$ cat src/hw/rtl/wwsc_pkg.sv
// ----------------------------------------------------------------------------
// Weighted window steering control package
// Field widths, register indexes, reset values and track codes shared by the
// steering controller.
// ----------------------------------------------------------------------------
package wwsc_pkg;

	localparam int SAMPLE_W   = 8;
	localparam int KP_W       = 8;
	localparam int CENTER_W   = 14;
	localparam int LIMIT_W    = 13;
	localparam int THRESH_W   = 8;
	localparam int DUTY_W     = 14;
	localparam int ERR_W      = 16;
	localparam int TRACK_W    = 2;
	localparam int CFG_IDX_W  = 2;
	localparam int CFG_DATA_W = 14;

	// Error division: 25600 * |R - L| over L + R.
	localparam int SUM_W = SAMPLE_W + 1;
	localparam int QUO_W = 15;
	localparam int NUM_W = 23;
	localparam logic [QUO_W-1:0] PCT_Q8 = 15'd25600;

	// Drive product kp * error and its value after the shift by eight.
	localparam int PROD_W  = KP_W + 1 + ERR_W;
	localparam int DRIVE_W = PROD_W - 8;
	// Signed width of center plus or minus a drive or limit.
	localparam int DSUM_W  = CENTER_W + 4;

	localparam logic [DUTY_W-1:0] DUTY_MAX = 14'd16383;

	localparam logic [CFG_IDX_W-1:0] REG_KP_GAIN        = 2'd0;
	localparam logic [CFG_IDX_W-1:0] REG_CENTER_DUTY    = 2'd1;
	localparam logic [CFG_IDX_W-1:0] REG_DUTY_LIMIT     = 2'd2;
	localparam logic [CFG_IDX_W-1:0] REG_LOSS_THRESHOLD = 2'd3;

	localparam logic [KP_W-1:0]     KP_GAIN_RST        = 8'd25;
	localparam logic [CENTER_W-1:0] CENTER_DUTY_RST    = 14'd7500;
	localparam logic [LIMIT_W-1:0]  DUTY_LIMIT_RST     = 13'd2200;
	localparam logic [THRESH_W-1:0] LOSS_THRESHOLD_RST = 8'd200;

	localparam logic [TRACK_W-1:0] TRACK_NORMAL     = 2'd0;
	localparam logic [TRACK_W-1:0] TRACK_LEFT_LOST  = 2'd1;
	localparam logic [TRACK_W-1:0] TRACK_RIGHT_LOST = 2'd2;

	typedef struct packed {
		logic [KP_W-1:0]     kp_gain;
		logic [CENTER_W-1:0] center_duty;
		logic [LIMIT_W-1:0]  duty_limit;
		logic [THRESH_W-1:0] loss_threshold;
	} cfg_t;

endpackage

$ cat src/hw/rtl/weighted_window_steer_control.sv
// Requests are handled one at a time: a new request is taken only once the last result has
// been loaded, after the tap-serial window sums and the bit-serial error divider; the divider
// is skipped when the two levels are zero.
// A result waiting in the output register does not hold off the next request.
// Reset clears the windows, the held error and the control state, and loads
// the register defaults.
// ----------------------------------------------------------------------------
// Weighted window steering control
// Weighted moving average of left and right inductor samples, differential
// ratio error and proportional servo duty with lost-track hard turns.
// ----------------------------------------------------------------------------
module weighted_window_steer_control #(
	parameter int TAPS = 11
) (
	input  logic                                   clk,
	input  logic                                   arst_n,

	input  logic                                   in_valid,
	output logic                                   in_stall,
	input  logic [wwsc_pkg::SAMPLE_W-1:0]          left_sample,
	input  logic [wwsc_pkg::SAMPLE_W-1:0]          right_sample,

	output logic                                   out_valid,
	input  logic                                   out_stall,
	output logic [wwsc_pkg::DUTY_W-1:0]            steer_duty,
	output logic [wwsc_pkg::SAMPLE_W-1:0]          left_level,
	output logic [wwsc_pkg::SAMPLE_W-1:0]          right_level,
	output logic signed [wwsc_pkg::ERR_W-1:0]      error_pct,
	output logic [wwsc_pkg::TRACK_W-1:0]           track_state,

	input  logic                                   cfg_wr_en,
	input  logic [wwsc_pkg::CFG_IDX_W-1:0]         cfg_index,
	input  logic [wwsc_pkg::CFG_DATA_W-1:0]        cfg_data
);

	localparam int SAMPLE_W = wwsc_pkg::SAMPLE_W;
	localparam int W_W      = $clog2(2 * TAPS);
	localparam int ACC_W    = $clog2(((1 << SAMPLE_W) - 1) * TAPS * TAPS + 1);
	localparam int AVG_DIV  = TAPS * TAPS;
	localparam int AVG_TOP  = AVG_DIV * (1 << (SAMPLE_W - 1));
	localparam int CNT_W    = ($clog2(TAPS) > 4) ? $clog2(TAPS) : 4;
	localparam int NUM_W    = wwsc_pkg::NUM_W;
	localparam int QUO_W    = wwsc_pkg::QUO_W;
	localparam int DRIVE_W  = wwsc_pkg::DRIVE_W;
	localparam int DSUM_W   = wwsc_pkg::DSUM_W;

	localparam logic [2:0] S_IDLE = 3'd0;
	localparam logic [2:0] S_ACC  = 3'd1;
	localparam logic [2:0] S_AVG  = 3'd2;
	localparam logic [2:0] S_PREP = 3'd3;
	localparam logic [2:0] S_ERR  = 3'd4;
	localparam logic [2:0] S_MUL  = 3'd5;
	localparam logic [2:0] S_OUT  = 3'd6;

	logic [2:0]       state_q;
	logic [CNT_W-1:0] cnt_q;
	wwsc_pkg::cfg_t   cfg_q;

	logic [SAMPLE_W-1:0] win_l_q [TAPS];
	logic [SAMPLE_W-1:0] win_r_q [TAPS];
	logic signed [wwsc_pkg::ERR_W-1:0] held_q;

	logic [ACC_W-1:0]    acc_l_q, acc_r_q, dv_q;
	logic [W_W-1:0]      w_q;
	logic [SAMPLE_W-1:0] lv_q, rv_q;
	logic [NUM_W-1:0]    rem_q, dd_q;
	logic [QUO_W-1:0]    quo_q;
	logic                neg_q;
	logic signed [wwsc_pkg::PROD_W-1:0] prod_q;

	logic                              out_valid_q;
	logic [wwsc_pkg::DUTY_W-1:0]       duty_q;
	logic [SAMPLE_W-1:0]               lvl_l_q, lvl_r_q;
	logic signed [wwsc_pkg::ERR_W-1:0] err_q;
	logic [wwsc_pkg::TRACK_W-1:0]      track_q;

	logic [SAMPLE_W+W_W-1:0]           tap_l, tap_r;
	logic [ACC_W-1:0]                  acc_l_nx, acc_r_nx;
	logic                              ge_l, ge_r, ge_e;
	logic [wwsc_pkg::SUM_W-1:0]        lvl_sum;
	logic                              lvl_neg;
	logic [SAMPLE_W-1:0]               diff_mag;
	logic [NUM_W-1:0]                  num_mag;
	logic [QUO_W-1:0]                  quo_nx;
	logic [wwsc_pkg::ERR_W-1:0]        quo_ext;
	logic signed [wwsc_pkg::ERR_W-1:0] err_new;
	logic signed [DRIVE_W-1:0]         drive_raw, lim_s, drive;
	logic signed [DSUM_W-1:0]          center_s, duty_raw;
	logic [wwsc_pkg::DUTY_W-1:0]       duty_sat;
	logic [wwsc_pkg::TRACK_W-1:0]      track_nx;
	logic                              left_lost, right_lost;
	logic                              load;

	// Window taps are read at the head while the windows rotate once around.
	assign tap_l    = (SAMPLE_W + W_W)'(win_l_q[0]) * (SAMPLE_W + W_W)'(w_q);
	assign tap_r    = (SAMPLE_W + W_W)'(win_r_q[0]) * (SAMPLE_W + W_W)'(w_q);
	assign acc_l_nx = acc_l_q + ACC_W'(tap_l);
	assign acc_r_nx = acc_r_q + ACC_W'(tap_r);

	assign ge_l = (acc_l_q >= dv_q);
	assign ge_r = (acc_r_q >= dv_q);

	assign lvl_sum  = {1'b0, lv_q} + {1'b0, rv_q};
	assign lvl_neg  = (rv_q < lv_q);
	assign diff_mag = lvl_neg ? (lv_q - rv_q) : (rv_q - lv_q);
	assign num_mag  = NUM_W'(wwsc_pkg::PCT_Q8) * NUM_W'(diff_mag);

	assign ge_e    = (rem_q >= dd_q);
	assign quo_nx  = {quo_q[QUO_W-2:0], ge_e};
	assign quo_ext = {1'b0, quo_nx};
	assign err_new = neg_q ? -$signed(quo_ext) : $signed(quo_ext);

	// The arithmetic shift by eight rounds toward minus infinity.
	assign drive_raw = $signed(prod_q[wwsc_pkg::PROD_W-1:8]);
	assign lim_s     = $signed({(DRIVE_W - wwsc_pkg::LIMIT_W)'(0), cfg_q.duty_limit});
	always_comb begin
		if (drive_raw > lim_s) begin
			drive = lim_s;
		end else if (drive_raw < -lim_s) begin
			drive = -lim_s;
		end else begin
			drive = drive_raw;
		end
	end

	assign center_s   = $signed({(DSUM_W - wwsc_pkg::CENTER_W)'(0), cfg_q.center_duty});
	assign left_lost  = (lv_q < cfg_q.loss_threshold);
	assign right_lost = (rv_q < cfg_q.loss_threshold);

	always_comb begin
		if (left_lost && !right_lost) begin
			duty_raw = center_s + DSUM_W'(lim_s);
			track_nx = wwsc_pkg::TRACK_LEFT_LOST;
		end else if (right_lost && !left_lost) begin
			duty_raw = center_s - DSUM_W'(lim_s);
			track_nx = wwsc_pkg::TRACK_RIGHT_LOST;
		end else begin
			duty_raw = center_s + DSUM_W'(drive);
			track_nx = wwsc_pkg::TRACK_NORMAL;
		end
		if (duty_raw < 0) begin
			duty_sat = '0;
		end else if (duty_raw > $signed(DSUM_W'(wwsc_pkg::DUTY_MAX))) begin
			duty_sat = wwsc_pkg::DUTY_MAX;
		end else begin
			duty_sat = duty_raw[wwsc_pkg::DUTY_W-1:0];
		end
	end

	assign load     = (state_q == S_OUT) && (!out_valid_q || !out_stall);
	assign in_stall = (state_q != S_IDLE);

	always_ff @(posedge clk or negedge arst_n) begin
		if (!arst_n) begin
			cfg_q.kp_gain        <= wwsc_pkg::KP_GAIN_RST;
			cfg_q.center_duty    <= wwsc_pkg::CENTER_DUTY_RST;
			cfg_q.duty_limit     <= wwsc_pkg::DUTY_LIMIT_RST;
			cfg_q.loss_threshold <= wwsc_pkg::LOSS_THRESHOLD_RST;
		end else if (cfg_wr_en) begin
			unique case (cfg_index)
				wwsc_pkg::REG_KP_GAIN: begin
					cfg_q.kp_gain <= cfg_data[wwsc_pkg::KP_W-1:0];
				end
				wwsc_pkg::REG_CENTER_DUTY: begin
					cfg_q.center_duty <= cfg_data[wwsc_pkg::CENTER_W-1:0];
				end
				wwsc_pkg::REG_DUTY_LIMIT: begin
					cfg_q.duty_limit <= cfg_data[wwsc_pkg::LIMIT_W-1:0];
				end
				wwsc_pkg::REG_LOSS_THRESHOLD: begin
					cfg_q.loss_threshold <= cfg_data[wwsc_pkg::THRESH_W-1:0];
				end
				default: begin
				end
			endcase
		end
	end

	always_ff @(posedge clk or negedge arst_n) begin
		if (!arst_n) begin
			state_q     <= S_IDLE;
			cnt_q       <= '0;
			held_q      <= '0;
			out_valid_q <= 1'b0;
			for (int i = 0; i < TAPS; i++) begin
				win_l_q[i] <= '0;
				win_r_q[i] <= '0;
			end
		end else begin
			if (load) begin
				out_valid_q <= 1'b1;
			end else if (!out_stall) begin
				out_valid_q <= 1'b0;
			end
			unique case (state_q)
				S_IDLE: begin
					if (in_valid) begin
						for (int i = 0; i < TAPS - 1; i++) begin
							win_l_q[i] <= win_l_q[i+1];
							win_r_q[i] <= win_r_q[i+1];
						end
						win_l_q[TAPS-1] <= left_sample;
						win_r_q[TAPS-1] <= right_sample;
						cnt_q   <= CNT_W'(TAPS - 1);
						state_q <= S_ACC;
					end
				end
				S_ACC: begin
					// One full rotation leaves the windows in their original order.
					for (int i = 0; i < TAPS - 1; i++) begin
						win_l_q[i] <= win_l_q[i+1];
						win_r_q[i] <= win_r_q[i+1];
					end
					win_l_q[TAPS-1] <= win_l_q[0];
					win_r_q[TAPS-1] <= win_r_q[0];
					if (cnt_q == '0) begin
						cnt_q   <= CNT_W'(SAMPLE_W - 1);
						state_q <= S_AVG;
					end else begin
						cnt_q <= cnt_q - 1'b1;
					end
				end
				S_AVG: begin
					if (cnt_q == '0) begin
						state_q <= S_PREP;
					end else begin
						cnt_q <= cnt_q - 1'b1;
					end
				end
				S_PREP: begin
					// With both levels at zero the previous error stands.
					if (lvl_sum == '0) begin
						state_q <= S_MUL;
					end else begin
						cnt_q   <= CNT_W'(QUO_W - 1);
						state_q <= S_ERR;
					end
				end
				S_ERR: begin
					if (cnt_q == '0) begin
						held_q  <= err_new;
						state_q <= S_MUL;
					end else begin
						cnt_q <= cnt_q - 1'b1;
					end
				end
				S_MUL: begin
					state_q <= S_OUT;
				end
				S_OUT: begin
					if (load) begin
						state_q <= S_IDLE;
					end
				end
				default: begin
					state_q <= S_IDLE;
				end
			endcase
		end
	end

	always_ff @(posedge clk) begin
		case (state_q)
			S_IDLE: begin
				acc_l_q <= '0;
				acc_r_q <= '0;
				w_q     <= W_W'(1);
			end
			S_ACC: begin
				acc_l_q <= acc_l_nx;
				acc_r_q <= acc_r_nx;
				w_q     <= w_q + W_W'(2);
				dv_q    <= ACC_W'(AVG_TOP);
			end
			S_AVG: begin
				// Restoring division by TAPS squared, one quotient bit a cycle.
				if (ge_l) begin
					acc_l_q <= acc_l_q - dv_q;
				end
				if (ge_r) begin
					acc_r_q <= acc_r_q - dv_q;
				end
				lv_q <= {lv_q[SAMPLE_W-2:0], ge_l};
				rv_q <= {rv_q[SAMPLE_W-2:0], ge_r};
				dv_q <= dv_q >> 1;
			end
			S_PREP: begin
				rem_q <= num_mag;
				dd_q  <= NUM_W'(lvl_sum) << (QUO_W - 1);
				neg_q <= lvl_neg;
			end
			S_ERR: begin
				if (ge_e) begin
					rem_q <= rem_q - dd_q;
				end
				quo_q <= quo_nx;
				dd_q  <= dd_q >> 1;
			end
			S_MUL: begin
				prod_q <= wwsc_pkg::PROD_W'($signed({1'b0, cfg_q.kp_gain}) * held_q);
			end
			S_OUT: begin
				if (load) begin
					duty_q  <= duty_sat;
					lvl_l_q <= lv_q;
					lvl_r_q <= rv_q;
					err_q   <= held_q;
					track_q <= track_nx;
				end
			end
			default: begin
			end
		endcase
	end

	assign out_valid   = out_valid_q;
	assign steer_duty  = duty_q;
	assign left_level  = lvl_l_q;
	assign right_level = lvl_r_q;
	assign error_pct   = err_q;
	assign track_state = track_q;

endmodule

$ cat config.mk
export PLATFORM = sky130hd
export DESIGN_NAME = weighted_window_steer_control
export DESIGN_NICKNAME = d
export VERILOG_FILES = /design/src/hw/rtl/wwsc_pkg.sv /design/src/hw/rtl/weighted_window_steer_control.sv
export SDC_FILE = /design/constraint.sdc
export NUM_CORES = 1
export LEC_CHECK = 0
export BUFFER_PORTS_ARGS = -buffer_cell sky130_fd_sc_hd__buf_2
export CAP_MARGIN = 40
export CORE_MARGIN = 5
export CORE_UTILIZATION = 58
export CTS_BUF_LIST = sky130_fd_sc_hd__clkbuf_8 sky130_fd_sc_hd__clkbuf_16
export DETAILED_ROUTE_END_ITERATION = 8
export PLACE_DENSITY = 0.89
export SYNTH_ARGS = -nofsm -noshare
export SYNTH_HDL_FRONTEND = slang
export SYNTH_SLANG_ARGS = --single-unit
export TNS_END_PERCENT = 50
$ cat constraint.sdc
create_clock -name clk -period 6.4 [get_ports clk]
set_input_delay 0.64 -clock clk [delete_from_list [all_inputs] [get_ports clk]]
set_output_delay 0.64 -clock clk [all_outputs]
set_load 0.02 [all_outputs]
Word level (Yosys, flattened, before mapping)
Cells that the tools add are included.
Storage, ports and cells
  flip-flop bits (word level): 443
  bits of input ports: 37
  output and inout port bits: 50
  logic and storage cells: 161
Cells by class
  add/sub/neg operators: 15
  multipliers: 4
  magnitude comparators: 10
  eq/ne operators: 20
  mux-type cells: 35
  reductions and logical operators: 31
Operators by type and width (number)
  $pmux 88 s2: 2
  $mux 88: 2
  $pmux 23 s2: 2
  $pmux 15 s3: 2
  $mux 18: 2
  $mux 17: 2
  $add 15x13->15: 2
  $ge 15x15->1: 2
  $mux 15: 2
  $pmux 15 s2: 1
  $sub 15x15->15: 2
  $mul 8x5->13: 2
  $mul 9x16->25: 1
  $lt 8x8->1: 3
  $ge 23x23->1: 1
  $mux 23: 1
  $sub 23x23->23: 1
  $pmux 3 s7: 1
  $ne 2x2->1 const B: 10
  $reduce_and 2->1: 10
  $add 15x17->18: 1
  $gt 18x15->1 const B: 1
  $lt 18x1->1 const B: 1
  $gt 17x14->1: 1
  38 further kinds: 60

Longest topological paths before layout
Gate-level depths: netlist (run 1).
  depth after elaboration: 9
  gate-level depth with buffers: 32
  gate-level depth less buffers: 28

Worst setup path before layout (run 1)
No wires, ideal clock.
  path type: reg-to-reg
  start point: reg cfg_q[9] (netlist name)
  end point: reg duty_q, in the netlist steer_duty[10], data pin
  library setup time: 264 ps
  arrival: 6335 ps
  data required time: 6136 ps
  slack: -199 ps
  stages on the path, launching flop included: 30
  path buffers: 5
  clock period less this slack: 6599 ps
  cell sequence: dfrtp_1 inv_1 ha_1 nand4_1 or3_1 clkbuf_1 nor3_1 xnor2_1 ha_1 nand4_1 a31oi_1 nor4_1 o21ai_1 buf_2 nand2_1 buf_2 buf_1 mux2i_1 o21ai_0 ha_1 a211o_1 a211oi_2 o21ai_1 a311o_1 or4b_4 nor3_2 o311ai_2 a31oi_4 buf_8 a21oi_2
Between the ends
  word-level cells in the longest chain between the ends: 9
  elaborated cells on any way between the ends: 13
  classes of those cells: add/sub (4); order compare (4); mux (5)
Ends and longest elaborated chain
  from (decl): line weighted_window_steer_control.sv:57  | wwsc_pkg::cfg_t cfg_q;
  $neg 13->17: line weighted_window_steer_control.sv:119, weighted_window_steer_control.sv:120
  $lt 17x17->1: line weighted_window_steer_control.sv:119  | end else if (drive_raw < -lim_s) begin
  $mux 17: line weighted_window_steer_control.sv:119
  $mux 17: line weighted_window_steer_control.sv:117  | if (drive_raw > lim_s) begin
  $add 15x17->18: line weighted_window_steer_control.sv:138  | duty_raw = center_s + DSUM_W'(drive);
  $mux 18: line weighted_window_steer_control.sv:134  | end else if (right_lost && !left_lost) begin
  $mux 18 *: line weighted_window_steer_control.sv:131  | if (left_lost && !right_lost) begin
  $gt 18x15->1: line weighted_window_steer_control.sv:143  | end else if (duty_raw > $signed(DSUM_W'(wwsc_pkg::DUTY_MAX))) begin
  $mux 14: line weighted_window_steer_control.sv:143
  to (signal assigned): line weighted_window_steer_control.sv:304  | duty_q <= duty_sat;
  to (decl): line weighted_window_steer_control.sv:72  | logic [wwsc_pkg::DUTY_W-1:0] duty_q;
Every way passes the cells marked *; elsewhere a longest branch is shown, timed or not.
A chain may end at the register's enable or synchronous reset.

Final worst setup path (run 1)
  start point: reg cfg_q[10] (netlist name)
  end point: reg duty_q, in the netlist steer_duty[5], data pin
Same word-level chain as after synthesis.

==> metrics.md, run 1 <==
| Metric | Value |
|---|---|
| Fraction of synthesized area in multiplexers | `7.69%` |
| Fillers | `approximately 3.8k` |
| Finished Cell Area | `around 34000 sq um` |
| Synth Area in XOR/XNOR | `3.85%` |
| Synth Area in Adders | `roughly 22%` |
| DR vias/cell | `5.85` |
| Via count | `21.7k` |
| Distinct cells, synth | `90` |
| DP Wirelength | `49300 microns` |
| Post-Route WL | `68400 microns` |
| Final Cycle Share | `95.6%` |
| First-pass GRT wire length | `113000 microns` |
| Fin. Hold Viols | `0` |
| DR WL/cell | `18.5 microns` |
| Gr usage total | `23.9%` |
| WHS | `46.5 ps` |
| Post-synth ARST share | `between 50% and 60%` |
| Most common cell after layout, fill and taps aside | `inv_1` |
| Max clock buf depth | `3` |
| Least-Margin Pin Slew | `roughly 1100 ps` |
| Synth-to-layout area growth | `9.70%` |
| Status | `finished, final reports clean` |
| Antenna Nets Post-Route | `0` |
| Hold Path Class | `primary input to asynchronous set/reset pin` |
| Slowest stage delay, CP | `520 ps` |
| DP Cell Count | `between 3k and 4k` |
| Post-Synthesis Cells | `approximately 2.9k` |
| Slew HR | `about 28%` |
| FF+latch area | `11800 sq um` |
| MaxCap Viol Count | `0` |
| H-Tree Depth | `2` |
| Final Skew | `27.9 ps` |
| Crit path time final | `6120 ps` |
| Worst-path clk slew | `60 ps` |
| Non-Filler Instances | `roughly 3.7k` |
| Nets@finish | `between 3k and 4k` |
| Setup CP Type | `register to register` |
| Fmax | `0.163 GHz` |
| Most frequent cells in the layout | `inv_1 (342), ha_1 (281), dfrtp_1 (226)` |
| Slowest CP cell | `or4b_4` |
| Std cell rows | `84` |
| Port-buffer cells | `86` |
| Worst EP required | `about 6700 ps` |
| Cell taking the most area after synthesis | `edfxtp_1` |
| Top cell type's share of synthesized area | `between 10% and 20%` |
| Diode count | `0` |
| Pre-antenna DRT Iters | `6` |
| DRC Markers | `0` |
| Die Ht | `241 microns` |
| Area occupied by multi-input gates | `17500 sq um` |
| Cell Area, Placed | `around 32000 sq um` |
| Worst Setup Start Kind | `register` |
| Syn_nets | `~3.4k` |
| GP Congestion | `0.926` |
| IO Count | `87` |
| Root buffer cell | `clkbuf_16` |
| FF+latch count, synth | `approximately 430` |
| Die area | `58100 sq um` |
| Die width | `241 microns` |
| Register area share after synthesis | `38.2%` |
| CTS sink cnt | `433` |
| Synth Area in Compound Gates | `11.2%` |
| Arr. time, crit path | `6450 ps` |
| Post-Synth Simple-Gate Area | `between 10 and 15%` |
| Top_reg_cell synth | `dfrtp_1` |
| Worst skew pair latency | `610 ps` |
| Number of CTS-inserted buffers | `48` |
| Top post-synthesis cells by area | `edfxtp_1 (18%), dfrtp_1 (18%), ha_1 (11%)` |
| Syn avg cell area | `10.7 sq um` |
| Mapped Area | `30900 sq um` |
| Final setup fails | `0` |
| Slew Limit Fails | `0` |
| Ys Warns | `0` |
| Total gr overflow | `0` |
| 1st-iter DRT viols | `1454` |
| CTS tree | `built` |
| Post-synth EDFFs | `190` |
| Initial Utilization | `58.8%` |
| Total core area | `52700 sq um` |
| Largest net degree at the start of global routing | `193` |
| Initial antenna violation count | `0` |
| Main combinational cell family by area after synthesis | `adder cells` |
| Share of layout cells above drive strength 1 | `15.7%` |
| Worst setup EP type | `register` |
| CP Max Fanout | `14` |
| Vias in the first global route | `22.6k` |
## cells in the mapped netlist (42+ instances only)
library cell,number
nor2_1,175
nand2_1,176
a31oi_1,49
a21oi_1,151
o21ai_0,86
xnor2_1,90
xor2_1,46
inv_1,336
a21o_1,42
mux2_2,206
edfxtp_1,190
fa_1,171
ha_1,281
clkbuf_1,74
dfrtp_1,226
and2_1,142
## final timing paths
| kind | startpoint | to | slack [ps] | cells past startpoint |
|---|---|---|---|---|
| max | cfg_q[10] | steer_duty[5] | 280 | 25 |
| min | arst_n | win_l_q[22] | 50 | 1 |
| max reg2reg | cfg_q[10] | steer_duty[5] | 280 | 25 |
| min reg2reg | win_l_q[34] | win_l_q[42] | 500 | 1 |
| max in group asynchronous | arst_n | win_r_q[76] | 5060 | 2 |
| min in group clk | right_sample[1] | win_r_q[1] | 280 | 3 |
## timing repair
item | in CTS | in global routing
setup endpoints to repair | 0 | 14
hold buffers | 0 | 0
buffers inserted | 0 | 1
gates resized for setup | 0 | 10
## worst max-delay path: cells and delay by family, from the launching register on
family / cells / cell delay [ps]
AOI/OAI and AO/OA: 11 / 1870
xor gates and xnor gates: 1 / 160
adders and majority gates: 2 / 490
buffers and inverters: 2 / 350
DFF: 1 / 470
and+or+nand+nor: 9 / 2490
## logic make-up after synthesis
logic type      Yosys count
buf+inv                 438
mux                     212
flops                   433
xor+xnor                136
compound gates          535
simple gates            697
fa+ha+maj               452
## sequential cells by signal, summed over array words and instances, names as in the netlist, 15 cells and up
signal,flops
held_q,16
error_pct,16
prod_q,17
win_l_q,88
cfg_q,29
win_r_q,88
acc_r_q,15
dd_q,23
acc_l_q,15
rem_q,23
## through the flow
step / setup TNS, ps / utilization (%) / worst slack [ps]
5_1_grt: -25.7 / 64.5 / -8.23
4_1_cts: 0 / 64.4 / 32.8
2_1_floorplan: 0 / - / 18.3
3_5_place_dp: 0 / 61.1 / 50.7
6_report: 0 / 64.5 / 281
3_3_place_gp: 0 / 61.0 / 228
## cell type report
type	count	area share, %
Tap cell	688	2.54
Clock inverter	26	0.656
Multi-Input combinational cell	2032	51.7
Sequential cell	433	34.8
Timing Repair Buffer	117	2.14
Inverter	343	3.79
Clock buffer	64	4.42
## layer usage
metal / vias to the layer above / GRT usage, % / wire (microns)
li1: 10200 / - / -
met1: 10700 / 29.6 / 27400
met2: 637 / 41.9 / 34300
met3: 176 / 4.54 / 4410
met4: 0 / 8.69 / 2400
met5: - / 0 / 0
Power of run 1 is left out: the tool's default activity adds up to more than one toggle a clock period on the data nets, which glitch-free logic cannot reach.
==> run 2: changes to the inputs <==
- ABC_AREA: not set -> 1
==> metrics.md, run 2 <==
| Metric | Value |
|---|---|
| Status | `finished, final reports clean` |
| Std cell rows | `85 (+1.2%)` |
| Slowest stage delay, CP | `430 ps (-90 ps)` |
| H-Tree Depth | `2 (unchanged)` |
| DR vias/cell | `5.54 (-5.3%)` |
| Cell Area, Placed | `32700 sq um (+1.6%)` |
| Cts hold-fix bufs | `0 (unchanged)` |
| Levels on crit path | `33 (+32%)` |
| Syn_nets | `4258 (+26%)` |
| Final setup TNS | `0 ps (unchanged)` |
| Post-Route WL | `72100 microns (+5.3%)` |
| DRC Markers | `0 (unchanged)` |
| Slew Limit Fails | `0 (unchanged)` |
| Worst-path clk slew | `60 ps (about the same)` |
| Pre-antenna DRT Iters | `6 (unchanged)` |
| Fillers | `4088 (+6.6%)` |
| Worst Setup Start Kind | `register` |
| Least-Margin Pin Slew | `945 ps (-136 ps)` |
| Die width | `244 microns (+1.1%)` |
| DR WL/cell | `15.9 microns (-14%)` |
| CP Max Fanout | `14 (unchanged)` |
| Fmax | `0.169 GHz (+3.4%)` |
| Register area share after synthesis | `37.3% (-0.87 points)` |
| Area occupied by multi-input gates | `16600 sq um (-5.6%)` |
| Slew HR | `36.6% (+8.7 points)` |
| Top post-synthesis cells by count | `nand2_1 (762), inv_1 (745), o21ai_0 (331)` |
| Final setup fails | `0 (unchanged)` |
| Fin. Hold Viols | `0 (unchanged)` |
| Initial antenna violation count | `2 (+2)` |
| Gr usage total | `24.2% (+0.29 points)` |
| Nets@finish | `4287 (+24%)` |
| Arr. time, crit path | `6260 ps (-190 ps)` |
| Post-CTS Repair Setup Buffers | `0 (unchanged)` |
| Total gr overflow | `0 (unchanged)` |
| 1st-iter DRT viols | `2025 (+39%)` |
| Finished Cell Area | `34300 sq um (+0.91%)` |
| Ys Warns | `0 (unchanged)` |
| R2r endpoint | `steer_duty[2]` |
| Post-synth EDFFs | `190 (unchanged)` |
| MaxCap Viol Count | `0 (unchanged)` |
| Diode count | `0 (unchanged)` |
| Root buffer cell | `clkbuf_16` |
| Top_reg_cell synth | `dfrtp_1` |
| Worst EP required | `6750 ps (+20 ps)` |
| Post-Synthesis Cells | `3769 (+30%)` |
| RSZ-0062 raised after global routing | `no` |
| Die area | `59400 sq um (+2.2%)` |
| Most common cell after layout, fill and taps aside | `nand2_1` |
| Top cell type's share of synthesized area | `18.0% (-0.42 points)` |
| Worst skew pair latency | `590 ps (-20 ps)` |
| Die Ht | `244 microns (+1.1%)` |
| Most frequent cells in the layout | `nand2_1 (761), inv_1 (748), o21ai_0 (330)` |
| Reg2reg start | `cfg_q[9]` |
| Final Skew | `32.1 ps (+4.17 ps)` |
| Top Family by Delay on Critical Path | `simple AND/OR/NAND/NOR gates` |
| GP Congestion | `0.914 (-1.3%)` |
| Buffers & Inverters on Critical Path | `4 (+2)` |
| Top post-synthesis cells by area | `edfxtp_1 (18%), dfrtp_1 (18%), ha_1 (11%)` |
| Cell taking the most area after synthesis | `edfxtp_1` |
| Crit path time final | `5920 ps (-202 ps)` |
| Setup CP Type | `register to register` |
| Post_cts resized | `0 (unchanged)` |
| CTS sink cnt | `433 (unchanged)` |
| CTS tree | `built` |
| Mapped Area | `31700 sq um (+2.3%)` |
| Biggest regs | `win_l_q (88), win_r_q (88), cfg_q (29)` |
| Max clock buf depth | `3 (unchanged)` |
| Most common cell in the netlist | `nand2_1` |
| Antenna Nets Post-Route | `0 (unchanged)` |
| Synth-to-layout area growth | `8.20%` |
| Vias in the first global route | `25.6k (+13%)` |
| Final Cycle Share | `92.5% (-3.2 points)` |
| Post-synth ARST share | `56.1% (unchanged)` |
| Via count | `25.1k (+16%)` |
| Share of layout cells above drive strength 1 | `6.37% (-9.4 points)` |
| Reg2Reg Depth | `33 (+32%)` |
| FF+latch count, synth | `433 (unchanged)` |
| Syn avg cell area | `8.40 sq um (-21%)` |
| Initial Utilization | `58.7% (about the same)` |
| Slowest CP cell | `dfrtp_1` |
| FF+latch area | `11800 sq um (unchanged)` |
| DP Wirelength | `52400 microns (+6.2%)` |
| First-pass GRT wire length | `121000 microns (+7.2%)` |
| Number of CTS-inserted buffers | `46 (-4.2%)` |
| Worst setup EP type | `register` |
| Flop2flop setup slack | `480 ps (+200 ps)` |
| Largest net degree at the start of global routing | `153 (-21%)` |
| IO Count | `87 (unchanged)` |
| Distinct cells, synth | `56 (-38%)` |
| Port-buffer cells | `86 (unchanged)` |
| Total core area | `53900 sq um (+2.4%)` |
| Crit path top cell by count | `nand3_1` |
| Hold Path Class | `primary input to asynchronous set/reset pin` |
==> run 2: through the flow <==
stage	util [%]	cells	hold WS, ps	setup slack, ps
floorplan	-	3769	344	1370
global placement	60.5	4440	457	599
detailed placement	60.6	4444	462	387
CTS	63.5	4527	99.0	299
global route	63.5	4529	129	2.30
finish	63.5	4529	68.7	482
==> run 2: cell families (layout without fill, tap and decap cells) <==
group	count (synthesis)	count (layout)	synth area share, %
AND/OR/NAND/NOR	1201	1201	15.4
adder cells (fa/ha/maj)	452	452	21.9
AO/OA/AOI/OAI	705	705	12.0
flip-flops	433	433	37.3
XOR/XNOR	102	102	2.82
buffers and inverters	876	940	10.5
==> run 2: worst reg2reg max path, delay by kind of cell, from the launching register on <==
kind	cells	cell delay [ps]
adder cells (fa/ha/maj)	3	920
AO/OA/AOI/OAI	6	1270
flip-flops	1	430
AND/OR/NAND/NOR	20	2510
buffers and inverters	4	560
==> run 2: worst max-delay path by stage <==
| stage | startpoint | to |
|---|---|---|
| global placement | cfg_q[9] | steer_duty[1] |
| detailed placement | cfg_q[9] | steer_duty[3] |
| finish | cfg_q[9] | steer_duty[2] |
| global route | rv_q[0] | rem_q[21] |
| CTS | cfg_q[9] | steer_duty[5] |
| floorplan | rv_q[0] | rem_q[21] |
==> run 2: area by class of cell <==
| class | count | area share (%) |
|---|---|---|
| Timing Repair Buffer | 109 | 1.94 |
| Sequential cell | 433 | 34.5 |
| Clock inverter | 30 | 0.734 |
| Timing Repair inverter | 1 | 0.0219 |
| Multi-Input combinational cell | 2460 | 48.4 |
| Inverter | 747 | 8.20 |
| Clock buffer | 53 | 3.74 |
| Tap cell | 696 | 2.54 |
==> run 2: layer usage <==
metal / global-route usage [%] / part of all wire [%] / vias up
li1: - / - / 12100
met1: 31.9 / 41 / 11800
met2: 41.1 / 48 / 998
met3: 3.96 / 7.6 / 209
met4: 7.98 / 3.0 / 2
met5: 0 / 0.014 / -
Power of run 2 is left out for the same reason.
